## config.mk

```make
export PLATFORM = sky130hd
export DESIGN_NAME = numeric_token_validator_unit
export DESIGN_NICKNAME = d
export VERILOG_FILES = /design/src/rtl/ntv_pkg.sv /design/src/rtl/numeric_token_validator_unit.sv
export SDC_FILE = /design/constraint.sdc
export NUM_CORES = 1
export LEC_CHECK = 0
export ABC_AREA = 1
export BUFFER_PORTS_ARGS = -buffer_cell sky130_fd_sc_hd__buf_2
export CAP_MARGIN = 30
export CORE_ASPECT_RATIO = 0.8
export CORE_MARGIN = 2
export CORE_UTILIZATION = 52
export CTS_CLUSTER_DIAMETER = 30
export DETAILED_ROUTE_END_ITERATION = 16
export PLACE_DENSITY_LB_ADDON = 0.08
export SLEW_MARGIN = 20
export SYNTH_ARGS = -nofsm -noshare
export SYNTH_HDL_FRONTEND = slang
export SYNTH_SLANG_ARGS = --single-unit
```

## constraint.sdc

```tcl
create_clock -name clk_i -period 3.5 [get_ports clk_i]
set_input_delay 0.35 -clock clk_i [delete_from_list [all_inputs] [get_ports clk_i]]
set_output_delay 0.35 -clock clk_i [all_outputs]
set_load 0.005 [all_outputs]
```

## src/rtl/ntv_pkg.sv

```systemverilog
// ntv_pkg: shared types and constants for the numeric token validator.
// No dependencies; imported by numeric_token_validator_unit and its testbench.
package ntv_pkg;

  localparam int unsigned CharW  = 8;
  localparam int unsigned CountW = 3;
  localparam int unsigned AddrW  = 3;
  localparam int unsigned DataW  = 32;

  localparam logic [CharW-1:0] ChLowerE = 8'h65;
  localparam logic [CharW-1:0] ChUpperE = 8'h45;
  localparam logic [CharW-1:0] ChMinus  = 8'h2D;
  localparam logic [CharW-1:0] ChPlus   = 8'h2B;
  localparam logic [CharW-1:0] ChZero   = 8'h30;
  localparam logic [CharW-1:0] ChNine   = 8'h39;

  localparam logic [CountW-1:0] GroupLen = 3'd3;
  localparam logic [CountW-1:0] CountSat = 3'd4;

  localparam logic [CharW-1:0] DecSepRst = 8'd46;
  localparam logic [CharW-1:0] GrpSepRst = 8'd44;

  // register index, taken from paddr[2]
  localparam logic RegDecSep = 1'b0;
  localparam logic RegGrpSep = 1'b1;

  typedef enum logic [1:0] {
    PH_START      = 2'd0,
    PH_AFTER_SIGN = 2'd1,
    PH_BODY       = 2'd2
  } phase_e;

  typedef struct packed {
    phase_e              phase;
    logic                seen_dec;
    logic                seen_exp;
    logic                seen_grp;
    logic [CountW-1:0]   grp_cnt;
    logic                exp_sign_pend;
    logic                failed;
  } tok_state_t;

  localparam tok_state_t TokStateRst = '{
    phase:         PH_START,
    seen_dec:      1'b0,
    seen_exp:      1'b0,
    seen_grp:      1'b0,
    grp_cnt:       '0,
    exp_sign_pend: 1'b0,
    failed:        1'b0
  };

endpackage

```

## src/rtl/numeric_token_validator_unit.sv

```systemverilog
// numeric_token_validator_unit: number syntax checker, one character per transaction.
// Depends on ntv_pkg (rtl/ntv_pkg.sv).
//
// Usage:
//   Input stream (s_axis_*): one character per transaction in tdata[7:0];
//   tlast marks the final character of a token. Tokens follow back to back.
//   Output stream (m_axis_*): one transaction per token, issued for the
//   character carrying tlast; tdata[0] = 1 when the whole token is a valid
//   number (optional sign, digits, grouping marks, decimal point, exponent).
//   APB port: register 0 at 0x0 is the decimal separator, register 1 at 0x4
//   the grouping separator (both 8 bits). Write only while the block is idle.
// Timing:
//   One character per clock when not stalled (see below). The verdict is
//   registered in the cycle after the last character is taken. The per-token
//   state update is a single combinational step ahead of the state register.
// Reset / stall:
//   Reset clears the token state and output valid, and loads separators
//   '.' and ','. While a verdict waits in the output register the input
//   still flows as long as the receiver takes it in the same cycle; if the
//   receiver stalls, s_axis_tready drops until the verdict is taken.
module numeric_token_validator_unit (
  input  logic                      clk_i,
  input  logic                      rst_ni,
  // input stream
  input  logic                      s_axis_tvalid,
  output logic                      s_axis_tready,
  input  logic [ntv_pkg::CharW-1:0] s_axis_tdata,   // [7:0] char_code
  input  logic                      s_axis_tlast,   // is_last
  // output stream
  output logic                      m_axis_tvalid,
  input  logic                      m_axis_tready,
  output logic [7:0]                m_axis_tdata,   // [0] token_valid, [7:1] zero
  // APB configuration port
  input  logic                      psel,
  input  logic                      penable,
  input  logic                      pwrite,
  input  logic [ntv_pkg::AddrW-1:0] paddr,
  input  logic [ntv_pkg::DataW-1:0] pwdata,
  output logic [ntv_pkg::DataW-1:0] prdata,
  output logic                      pready
);
  import ntv_pkg::*;

  logic [CharW-1:0] dec_sep_q;
  logic [CharW-1:0] grp_sep_q;
  tok_state_t       st_q, st_d;
  logic             out_vld_q;
  logic             out_ok_q, out_ok_d;
  logic             in_acc;
  logic             cfg_wr;

  // ---------------- configuration ----------------
  assign pready = 1'b1;
  assign cfg_wr = psel & penable & pwrite;

  always_ff @(posedge clk_i or negedge rst_ni) begin
    if (!rst_ni) begin
      dec_sep_q <= DecSepRst;
      grp_sep_q <= GrpSepRst;
    end else if (cfg_wr) begin
      unique case (paddr[2])
        RegDecSep: dec_sep_q <= pwdata[CharW-1:0];
        RegGrpSep: grp_sep_q <= pwdata[CharW-1:0];
        default:   ;
      endcase
    end
  end

  always_comb begin
    prdata = '0;
    unique case (paddr[2])
      RegDecSep: prdata[CharW-1:0] = dec_sep_q;
      RegGrpSep: prdata[CharW-1:0] = grp_sep_q;
      default:   ;
    endcase
  end

  // ---------------- handshake ----------------
  // output register frees up in the same cycle the receiver takes it
  assign s_axis_tready = ~out_vld_q | m_axis_tready;
  assign in_acc        = s_axis_tvalid & s_axis_tready;

  // ---------------- per-character state update ----------------
  always_comb begin
    logic             is_sign;
    logic             is_digit;
    logic             is_exp;
    logic             at_start;
    logic [CharW-1:0] c;
    tok_state_t       nxt;

    c        = s_axis_tdata;
    is_sign  = (c == ChMinus) || (c == ChPlus);
    is_digit = (c >= ChZero) && (c <= ChNine);
    is_exp   = (c == ChLowerE) || (c == ChUpperE);
    at_start = (st_q.phase != PH_BODY);
    nxt      = st_q;
    out_ok_d = 1'b0;

    if (!nxt.failed) begin
      if (st_q.phase == PH_START && is_sign) begin
        nxt.phase = PH_AFTER_SIGN;
        if (s_axis_tlast) nxt.failed = 1'b1;          // lone sign
      end else if (st_q.exp_sign_pend && is_sign) begin
        nxt.exp_sign_pend = 1'b0;
        nxt.phase         = PH_BODY;
        if (s_axis_tlast) nxt.failed = 1'b1;          // exponent sign at end
      end else begin
        nxt.exp_sign_pend = 1'b0;
        nxt.phase         = PH_BODY;
        if (c == dec_sep_q) begin
          if (st_q.seen_dec || st_q.seen_exp) begin
            nxt.failed = 1'b1;
          end else begin
            nxt.seen_dec = 1'b1;
            nxt.grp_cnt  = '0;
          end
        end else if (c == grp_sep_q && !st_q.seen_dec && !st_q.seen_exp) begin
          if (st_q.seen_grp ? (st_q.grp_cnt != GroupLen)
                            : (st_q.grp_cnt == '0 || st_q.grp_cnt > GroupLen)) begin
            nxt.failed = 1'b1;
          end else begin
            nxt.seen_grp = 1'b1;
            nxt.grp_cnt  = '0;
          end
        end else if (is_exp) begin
          if (st_q.seen_exp || at_start ||
              (st_q.seen_grp && !st_q.seen_dec && st_q.grp_cnt != GroupLen)) begin
            nxt.failed = 1'b1;
          end else begin
            nxt.seen_exp      = 1'b1;
            nxt.seen_grp      = 1'b0;
            nxt.exp_sign_pend = 1'b1;
          end
        end else if (is_digit) begin
          if (st_q.grp_cnt < CountSat) nxt.grp_cnt = st_q.grp_cnt + 1'b1;
        end else begin
          nxt.failed = 1'b1;
        end
      end
    end

    if (s_axis_tlast) begin
      // open final group must be complete
      if (nxt.seen_grp && !nxt.seen_dec && !nxt.seen_exp && nxt.grp_cnt != GroupLen) begin
        nxt.failed = 1'b1;
      end
      out_ok_d = ~nxt.failed;
      nxt      = TokStateRst;
    end

    st_d = in_acc ? nxt : st_q;
  end

  // ---------------- registers ----------------
  always_ff @(posedge clk_i or negedge rst_ni) begin
    if (!rst_ni) begin
      st_q      <= TokStateRst;
      out_vld_q <= 1'b0;
    end else begin
      st_q <= st_d;
      if (in_acc && s_axis_tlast) begin
        out_vld_q <= 1'b1;
      end else if (m_axis_tready) begin
        out_vld_q <= 1'b0;
      end
    end
  end

  // verdict payload, no reset needed
  always_ff @(posedge clk_i) begin
    if (in_acc && s_axis_tlast) out_ok_q <= out_ok_d;
  end

  assign m_axis_tvalid = out_vld_q;
  assign m_axis_tdata  = {7'd0, out_ok_q};

endmodule

```

==> results.md, run 1 <==
Floorplan:
- From bottom edge to top edge, the die measures 61.4 um.
- After floorplanning, the core was divided into 20 placement rows.
- The effective utilization at floorplan is 55.1%.
- The core region is 3880 um^2.
- The number of top-level pins is 94.
- The die width is 75.7 um.
- The die covers 4640 um^2.

Global routing:
- The total grt overflow is 0.
- The first global-routing pass estimated 7250 um of wire.
- The initial antenna violation count is 0.
- The pin count of the biggest net entering global routing is 28.
- The total global routing track utilization is 20.8%.
- The number of global-route vias before repair came to 1576.

Logic synthesis:
- Averaged over all synthesized cells, the footprint is 6.46 um^2.
- In this run, synthesis produced a sequential element count of 28.
- The synthesized netlist devotes 1.17% of its cell area to adder and majority cells.
- In this run, distinct cell masters in the synthesized netlist total 27.
- The synthesized netlist devotes 0.410% of its cell area to XOR and XNOR gates.
- The combinational family with the most area after synthesis is simple AND/OR/NAND/NOR gates.
- The cell area that synthesis handed to floorplanning was 2140 um^2.
- The post-synthesis mux area share is 0%.
- The synthesized instance count is 331.
- The share of synthesized area occupied by flip-flops and latches is 33.4%.
- The cell type contributing the most total cell area after synthesis is sky130_fd_sc_hd__dfrtp_1.
- The Yosys step of the flow raised 0 warnings.
- Summing the areas of all compound-gate instances in the mapped netlist gives 11.0% of the synthesized area.
- Sorting the synthesized cells by area gives the leading types as sky130_fd_sc_hd__dfrtp_1 23%, sky130_fd_sc_hd__nand2_1 18%, sky130_fd_sc_hd__buf_4 12%, sky130_fd_sc_hd__dfstp_2 8.6%, sky130_fd_sc_hd__inv_1 8.4%.
- The basic-gate share of the synthesized area counting and, or, nand and nor cells is 31.9%.
- The proportion of netlist area held by the largest area contributor is 23.4%.

Drt:
- The vias per cell is 4.60.
- The final routed wire length divided by cell count is 10.3 um.
- The residual DRC count is 0.
- Wires add up to 4320 um.
- Once detail routing completed, the nets flagged for antenna violations numbered 0.
- The number of search-and-repair iterations in the first detailed-routing pass is 4.
- The routed layout has 1921 vias.
- For this block, the initial DRC count from the detailed router was 133.

STA:
- The maximum achievable frequency is 519 MHz.
- The remaining max-slew budget at the tightest pin is 59.3%.
- Dividing the final minimum period by the clock period gives 55.1%.
- The sum of negative setup slack is 0 ps.
- The number of pins exceeding their max-slew limit in the final report was 0.
- Setup violations remaining at the end of the flow were counted as 0.
- The clock period could shrink to 1930 ps.
- The final worst clock skew is 7.39 ps.
- Setup repair after global routing left no endpoint under its margin.
- The number of hold-slack violations in the final timing report is 0.
- The transition at the pin with the smallest max-transition slack is 610 ps.
- The worst-case setup margin in the final layout is 1570 ps.

Worst setup path:
- The kind of capture point of the worst setup path is a flip-flop.
- The worst register-to-register path begins at grp_sep_q[3]$_DFFE_PN1P_.
- Of all nets on the critical path, the largest fanout is 4.
- The kind of launch point of the worst setup path is a flip-flop.
- The worst-case reg-to-reg path depth is 12.
- At the worst endpoint, the required time is 3630 ps.
- In this run the worst setup path begins at grp_sep_q[3]$_DFFE_PN1P_.
- The worst reg2reg path endpoint is out_ok_q$_SDFFCE_PN0P_.
- The worst setup path is of the reg2reg kind.
- The arrival time of the worst setup path is 2060 ps.
- The worst reg-to-reg setup slack is 1570 ps.

Clock network:
- The level count of the clock H-tree is 1.
- Clock tree synthesis inserted a total of 3 buffers.
- The number of buffers on the longest clock path is 2.
- The clock tree root driver cell is sky130_fd_sc_hd__clkbuf_8.
- The clock reaches the later pin of the worst-skew pair after 280 ps.
- The clock sink count is 28.
- Once the clock tree was built, the resizer swapped 0 gates to a different size.
- The number of setup buffers added after CTS is 0.
- TritonCTS built the clock tree.
- For this design, the CTS-stage hold fixing added 0 buffers.
- Clock-pin slew was measured on the worst setup and hold paths at 100 ps.

Finish:
- The layout net count is 417.
- For this run, the number of standard cells in the final layout without fillers is 418.
- The number of diodes is 0.
- Counting the fill cells in the layout gives 381.
- The share of post-route cells with drive strength above 1 is 17.4%.
- Relative to the synthesized area, the layout overhead comes to 7.72%.
- At the end of the flow the core is filled with cells to 59.4%.

Outcome:
- The run finished with clean final reports.

Placement:
- The number of cells in the design after placement is 414.
- At the placement stage, the worst setup path has a slack of 1590 ps.
- The estimated wirelength of the detail-placed design is 3380 um.
- The number of buffers added on ports is 35.
- The routability congestion estimate from global placement is 0.862.

Power:
- The analysis attributes to cell leakage a power of 1.29 nW.
- VDD sags by at most 0.000305 V.
- The design draws 0.000906 W.
- The power per cell area is 393 nW/um^2.

Worst hold path:
- The path type of the worst min-delay path is in2async.

Flow run:
- Max-cap violations in this run came to 0.
## power by group
part	total, W	internal [W]	switching [W]
Sequential	0.000412	0.000377	0.0000349
Clock	0.000259	0.000153	0.000106
Combinational	0.000235	0.0000888	0.000146
## final cells by class
class                      instances  area, um^2  area share (%)
sequential                        28         714            31.0
timing repair buffer              35         175            7.60
clock buffer                       3        41.3            1.79
clock inverter                     1        30.0            1.30
tap                               55        68.8            2.99
multi-input combinational        242        1070            46.5
inverter                          54         203            8.80
## cell usage after synthesis
| library cell | number |
|---|---|
| sky130_fd_sc_hd__nand2_1 | 105 |
| sky130_fd_sc_hd__inv_1 | 48 |
| sky130_fd_sc_hd__buf_4 | 33 |
| sky130_fd_sc_hd__o21ai_0 | 31 |
| sky130_fd_sc_hd__nor2_1 | 24 |
| sky130_fd_sc_hd__dfrtp_1 | 20 |
| sky130_fd_sc_hd__nand3_1 | 14 |
| sky130_fd_sc_hd__a21oi_1 | 7 |
| sky130_fd_sc_hd__dfstp_2 | 7 |
| sky130_fd_sc_hd__inv_2 | 6 |
| sky130_fd_sc_hd__nand4_1 | 5 |
| sky130_fd_sc_hd__clkbuf_1 | 4 |
| sky130_fd_sc_hd__nand2_2 | 4 |
| sky130_fd_sc_hd__nor2_2 | 4 |
| sky130_fd_sc_hd__nor3_1 | 3 |
| sky130_fd_sc_hd__a21oi_2 | 2 |
| sky130_fd_sc_hd__conb_1 | 2 |
| sky130_fd_sc_hd__ha_1 | 2 |
| sky130_fd_sc_hd__o22ai_1 | 2 |
| sky130_fd_sc_hd__and3_1 | 1 |
| sky130_fd_sc_hd__edfxtp_1 | 1 |
| sky130_fd_sc_hd__nand3b_1 | 1 |
| sky130_fd_sc_hd__nor2_4 | 1 |
| sky130_fd_sc_hd__o211ai_1 | 1 |
| sky130_fd_sc_hd__o31ai_1 | 1 |
| sky130_fd_sc_hd__or2_0 | 1 |
| sky130_fd_sc_hd__xnor2_1 | 1 |
## worst max-delay path by stage
stage	end	slack (ps)	cells after the start
global placement	out_ok_q$_SDFFCE_PN0P_	1580	11
finish	out_ok_q$_SDFFCE_PN0P_	1570	12
floorplan	out_ok_q$_SDFFCE_PN0P_	1820	11
detailed placement	out_ok_q$_SDFFCE_PN0P_	1590	11
CTS	out_ok_q$_SDFFCE_PN0P_	1590	12
global route	out_ok_q$_SDFFCE_PN0P_	1360	11
## cell families (layout without fill, tap and decap cells)
kind of cell / Yosys count / count (layout)
flops: 28 / 28
simple gates: 163 / 163
other cells: 2 / 32
xor+xnor: 1 / 1
buf+inv: 91 / 93
compound gates: 44 / 44
fa+ha+maj: 2 / 2
## metrics by stage
step / hold WS, ps / instance area (um^2)
floorplan: 54.4 / 2250
global placement: 401 / 2230
detailed placement: 394 / 2230
CTS: 85.3 / 2300
global route: 99.2 / 2300
finish: 66.8 / 2300
## flip-flops by register name (all words and copies together), names as in the netlist
name	count
dec_sep_q	8
grp_sep_q	8
m_axis_tvalid	1
out_ok_q	1
st_q	10
## layout by cell type (no fill, tap or decap)
cell | Yosys | final
sky130_fd_sc_hd__nand4_1 | 5 | 5
sky130_fd_sc_hd__conb_1 | 2 | 32
sky130_fd_sc_hd__nor3_1 | 3 | 3
sky130_fd_sc_hd__a21oi_1 | 7 | 7
sky130_fd_sc_hd__nand3_1 | 14 | 14
sky130_fd_sc_hd__clkbuf_8 | 0 | 3
sky130_fd_sc_hd__buf_2 | 0 | 35
sky130_fd_sc_hd__xnor2_1 | 1 | 1
sky130_fd_sc_hd__nor2_2 | 4 | 4
sky130_fd_sc_hd__nand3b_1 | 1 | 1
sky130_fd_sc_hd__edfxtp_1 | 1 | 1
sky130_fd_sc_hd__bufinv_16 | 0 | 1
sky130_fd_sc_hd__nor2_1 | 24 | 24
sky130_fd_sc_hd__inv_2 | 6 | 6
sky130_fd_sc_hd__and3_1 | 1 | 1
sky130_fd_sc_hd__a21oi_2 | 2 | 2
sky130_fd_sc_hd__nor2_4 | 1 | 1
sky130_fd_sc_hd__o31ai_1 | 1 | 1
sky130_fd_sc_hd__nand2_1 | 105 | 105
sky130_fd_sc_hd__o21ai_0 | 31 | 31
sky130_fd_sc_hd__or2_0 | 1 | 1
sky130_fd_sc_hd__o211ai_1 | 1 | 1
sky130_fd_sc_hd__nand2_2 | 4 | 4
sky130_fd_sc_hd__dfstp_2 | 7 | 7
sky130_fd_sc_hd__ha_1 | 2 | 2
sky130_fd_sc_hd__o22ai_1 | 2 | 2
sky130_fd_sc_hd__inv_1 | 48 | 48
sky130_fd_sc_hd__dfrtp_1 | 20 | 20
## worst max-delay path, cell delays in order (launching register included)
cell	delay (ps)
sky130_fd_sc_hd__dfstp_2	570
sky130_fd_sc_hd__inv_1	40
sky130_fd_sc_hd__nand2_1	40
sky130_fd_sc_hd__nand2_1	70
sky130_fd_sc_hd__nor2_1	130
sky130_fd_sc_hd__nand3_1	100
sky130_fd_sc_hd__o21ai_0	240
sky130_fd_sc_hd__nand3_1	120
sky130_fd_sc_hd__nand2_1	80
sky130_fd_sc_hd__nand2_1	40
sky130_fd_sc_hd__nand2_1	80
sky130_fd_sc_hd__nand3_1	110
sky130_fd_sc_hd__a21oi_1	140
## routing by layer
metal	vias to the layer above	part of all wire, %	track usage, %
li1	1023	-	-
met1	823	51	31.3
met2	71	41	31.6
met3	4	7.2	4.58
met4	0	0.74	2.76
met5	-	0	0
(Power assumes the default switching activity.)
==> inputs of run 2 (changes only) <==
Settings changed: CORE_UTILIZATION 52 to 43.
Clock period 3.5 ns to 1.7 ns, I/O delays scaled along.
==> results.md, run 2 (synthesized netlist as in run 1, its figures left out) <==
Floorplan:
- The effective utilization at floorplan is 45.7%.
- Pin placement for this block handled 94 I/O pins.
- The die width is 82.8 um.
- The floorplan row count is 22.
- The die span in y is 67.1 um.
- The die outline area is 5560 um^2.
- The floorplan core area is 4680 um^2.

Global routing:
- The wire length of the first global-routing pass is 7850 um.
- The total grt overflow is 0.
- The met2 routing resource usage after global routing is 28.9%.
- The number of global-route vias before repair is 1719.
- The layer flagged by global routing as most heavily used is met2.
- The total global routing track utilization is 17.5%.
- The initial antenna violation count is 0.
- The met3 track demand over resource is 3.35%.
- Global routing used 24.4% of the available met1 tracks.
- Entering global routing, the biggest net connects 28 pins.

Finish:
- The share of post-route cells with drive strength above 1 is 32.0%.
- 0 antenna diodes ended up in the layout.
- The most common cell after layout, fill and taps aside is sky130_fd_sc_hd__nand2_1.
- The library cells used most frequently in the layout, excluding fill and tap cells, are 91 x sky130_fd_sc_hd__nand2_1, 42 x sky130_fd_sc_hd__inv_1, 35 x sky130_fd_sc_hd__buf_2.
- In the final layout, the registers with the most flip-flops are st_q: 10 flops, dec_sep_q: 8 flops, grp_sep_q: 8 flops.
- At the end of the flow, the number of nets in the layout was 442.
- Measured on the finished design, the core utilization comes to 55.5%.
- The relative area change from synthesis to final layout is 21.4%.
- The register with the most flip-flops in the layout has 10 of them.
- The most flop-heavy register is st_q.

Drt:
- In the routed layout, each cell is associated on average with a via count of 4.54.
- The residual DRC count is 0.
- The total detailed-routing wirelength is 4820 um.
- For this run, the detailed router's first-pass iteration total came to 4.
- The number of violations reported at the end of detailed-routing iteration 0 is 68.
- The final routed wire length divided by cell count is 10.8 um.
- Detailed routing inserted a total of 2035 vias.
- The detail route stage leaves a number of antenna-violating nets equal to 0.

Power:
- In this run the power density over the cells is 704 nW/um^2.
- The leakage power is 1.42 nW.
- The total design power is 0.00183 W.
- The worst ir drop on vdd is 0.000503 V.

Clock network:
- TritonCTS built the clock tree.
- The clock transition at the registers of the reported paths is 100 ps.
- In this run the number of H-tree levels came out at 1.
- The tree is rooted in a sky130_fd_sc_hd__clkbuf_8.
- Counting every sink on the clock net gives 28.
- Buffers inserted during clock tree synthesis total 3.
- The number of buffers on the longest clock path is 2.
- The clock latency on the worst-skew pair is 280 ps.

Placement:
- At the placement stage, the worst setup path has a slack of -133 ps.
- The count of buffers added on input and output ports is 35.
- Detailed placement finished with a half-perimeter wire length of 3680 um.
- Routability-driven placement finished with a final weighted congestion of 0.867.

STA:
- Between clock sinks in the finished design, the worst skew comes to 7.59 ps.
- The number of hold-slack violations in the final timing report came to 0.
- The shortest clock period the worst path allows after layout is 1800 ps.
- The maximum achievable frequency is 555 MHz.
- Setup repair after global routing could not meet its margin everywhere.
- The portion of the clock cycle consumed by the worst path in the final layout is 106%.
- The remaining max-slew budget at the tightest pin is 58.8%.
- Setup violations remaining at the end of the flow were counted as 3.
- The transition at the pin with the smallest max-transition slack is 618 ps.
- The number of pins exceeding their max-slew limit in the final report came to 0.
- After layout, the worst setup slack is -103 ps.

Outcome:
- The run finished, with violations left.
- The final reports fail on negative setup slack.

Worst setup path:
- The worst setup path is captured at a flip-flop.
- The worst-path maximum fanout is 4.
- The kind of launch point of the worst setup path is a flip-flop.
- For the worst setup path, the data required time is 1840 ps.
- The arrival time of the worst setup path is 1950 ps.
- The critical path in this run is classified as reg2reg.

Flow run:
- Across the run, the number of max-cap violations was 0.

Worst hold path:
- The path class of the tightest hold or removal check is in2reg.
==> run 2: changes by cell type in the layout (fill, tap and decap cells not counted), sizes merged <==
cell / before / now
bufinv: 1 / 0
clkinv: 0 / 1
dlygate4sd3: 0 / 1
buf: 35 / 59
==> run 2: worst max-delay path: stages (launching register included) <==
cell	delay, ps
sky130_fd_sc_hd__dfstp_2	550
sky130_fd_sc_hd__inv_2	40
sky130_fd_sc_hd__nand2_2	50
sky130_fd_sc_hd__nand2_2	60
sky130_fd_sc_hd__nor2_2	110
sky130_fd_sc_hd__nand2_2	70
sky130_fd_sc_hd__nor2_4	170
sky130_fd_sc_hd__nand2_2	70
sky130_fd_sc_hd__nand2_2	80
sky130_fd_sc_hd__inv_2	50
sky130_fd_sc_hd__nand2_1	70
sky130_fd_sc_hd__nand2_1	60
sky130_fd_sc_hd__nand2_2	70
sky130_fd_sc_hd__nand3_2	70
sky130_fd_sc_hd__a21oi_2	130
==> run 2: worst paths after layout <==
kind / depth (start not counted) / to / slack (ps) / from
max: 14 / out_ok_q$_SDFFCE_PN0P_ / -100 / dec_sep_q[1]$_DFFE_PN1P_
min: 3 / grp_sep_q[2]$_DFFE_PN1P_ / 110 / pwdata[2]
max reg2reg: 14 / out_ok_q$_SDFFCE_PN0P_ / -100 / dec_sep_q[1]$_DFFE_PN1P_
min reg2reg: 2 / dec_sep_q[5]$_DFFE_PN1P_ / 510 / dec_sep_q[5]$_DFFE_PN1P_
max in group asynchronous: 2 / st_q[7]$_DFFE_PN0P_ / 850 / rst_ni
min in group asynchronous: 2 / dec_sep_q[0]$_DFFE_PN0P_ / 440 / rst_ni
==> run 2: layout make-up <==
type	count	area, um^2
fillers	494	2080
multi-input cells	242	1190
flip-flops and latches	28	714
repair buffers	60	365
inverters	54	203
well taps	60	75.1
clock buffers	3	41.3
clock inverters	1	3.75
==> run 2: metal layers <==
metal / up-vias / routed length [um]
met5: - / 0
met4: 0 / 40
met3: 6 / 284
met2: 64 / 2070
met1: 891 / 2420
li1: 1074 / -
==> run 2: repair_timing <==
item	4_1_cts	5_1_grt
gates resized for setup	1	45
buffers inserted	1	1
pin swaps	0	21
setup endpoints to repair	2	9
hold endpoints to repair	20	0
hold buffers	1	0
==> run 2: report_power, final <==
group	leakage [nW]	switching [W]	total (W)	internal [W]
Clock	0.0231	0.000212	0.000374	0.000163
Combinational	1.05	0.000360	0.000613	0.000254
Sequential	0.344	0.0000640	0.000840	0.000776
==> run 2: per-stage QoR <==
| step | hold WS (ps) | instance area (um^2) | TNS, ps | instances |
|---|---|---|---|---|
| 6_report | 114 | 2600 | -148 | 448 |
| 5_1_grt | 109 | 2600 | -715 | 448 |
| 4_1_cts | 110 | 2470 | -221 | 447 |
| 3_5_place_dp | 224 | 2400 | -252 | 441 |
| 3_3_place_gp | 227 | 2400 | -195 | 441 |
| 2_1_floorplan | -126 | 2250 | 0 | 361 |
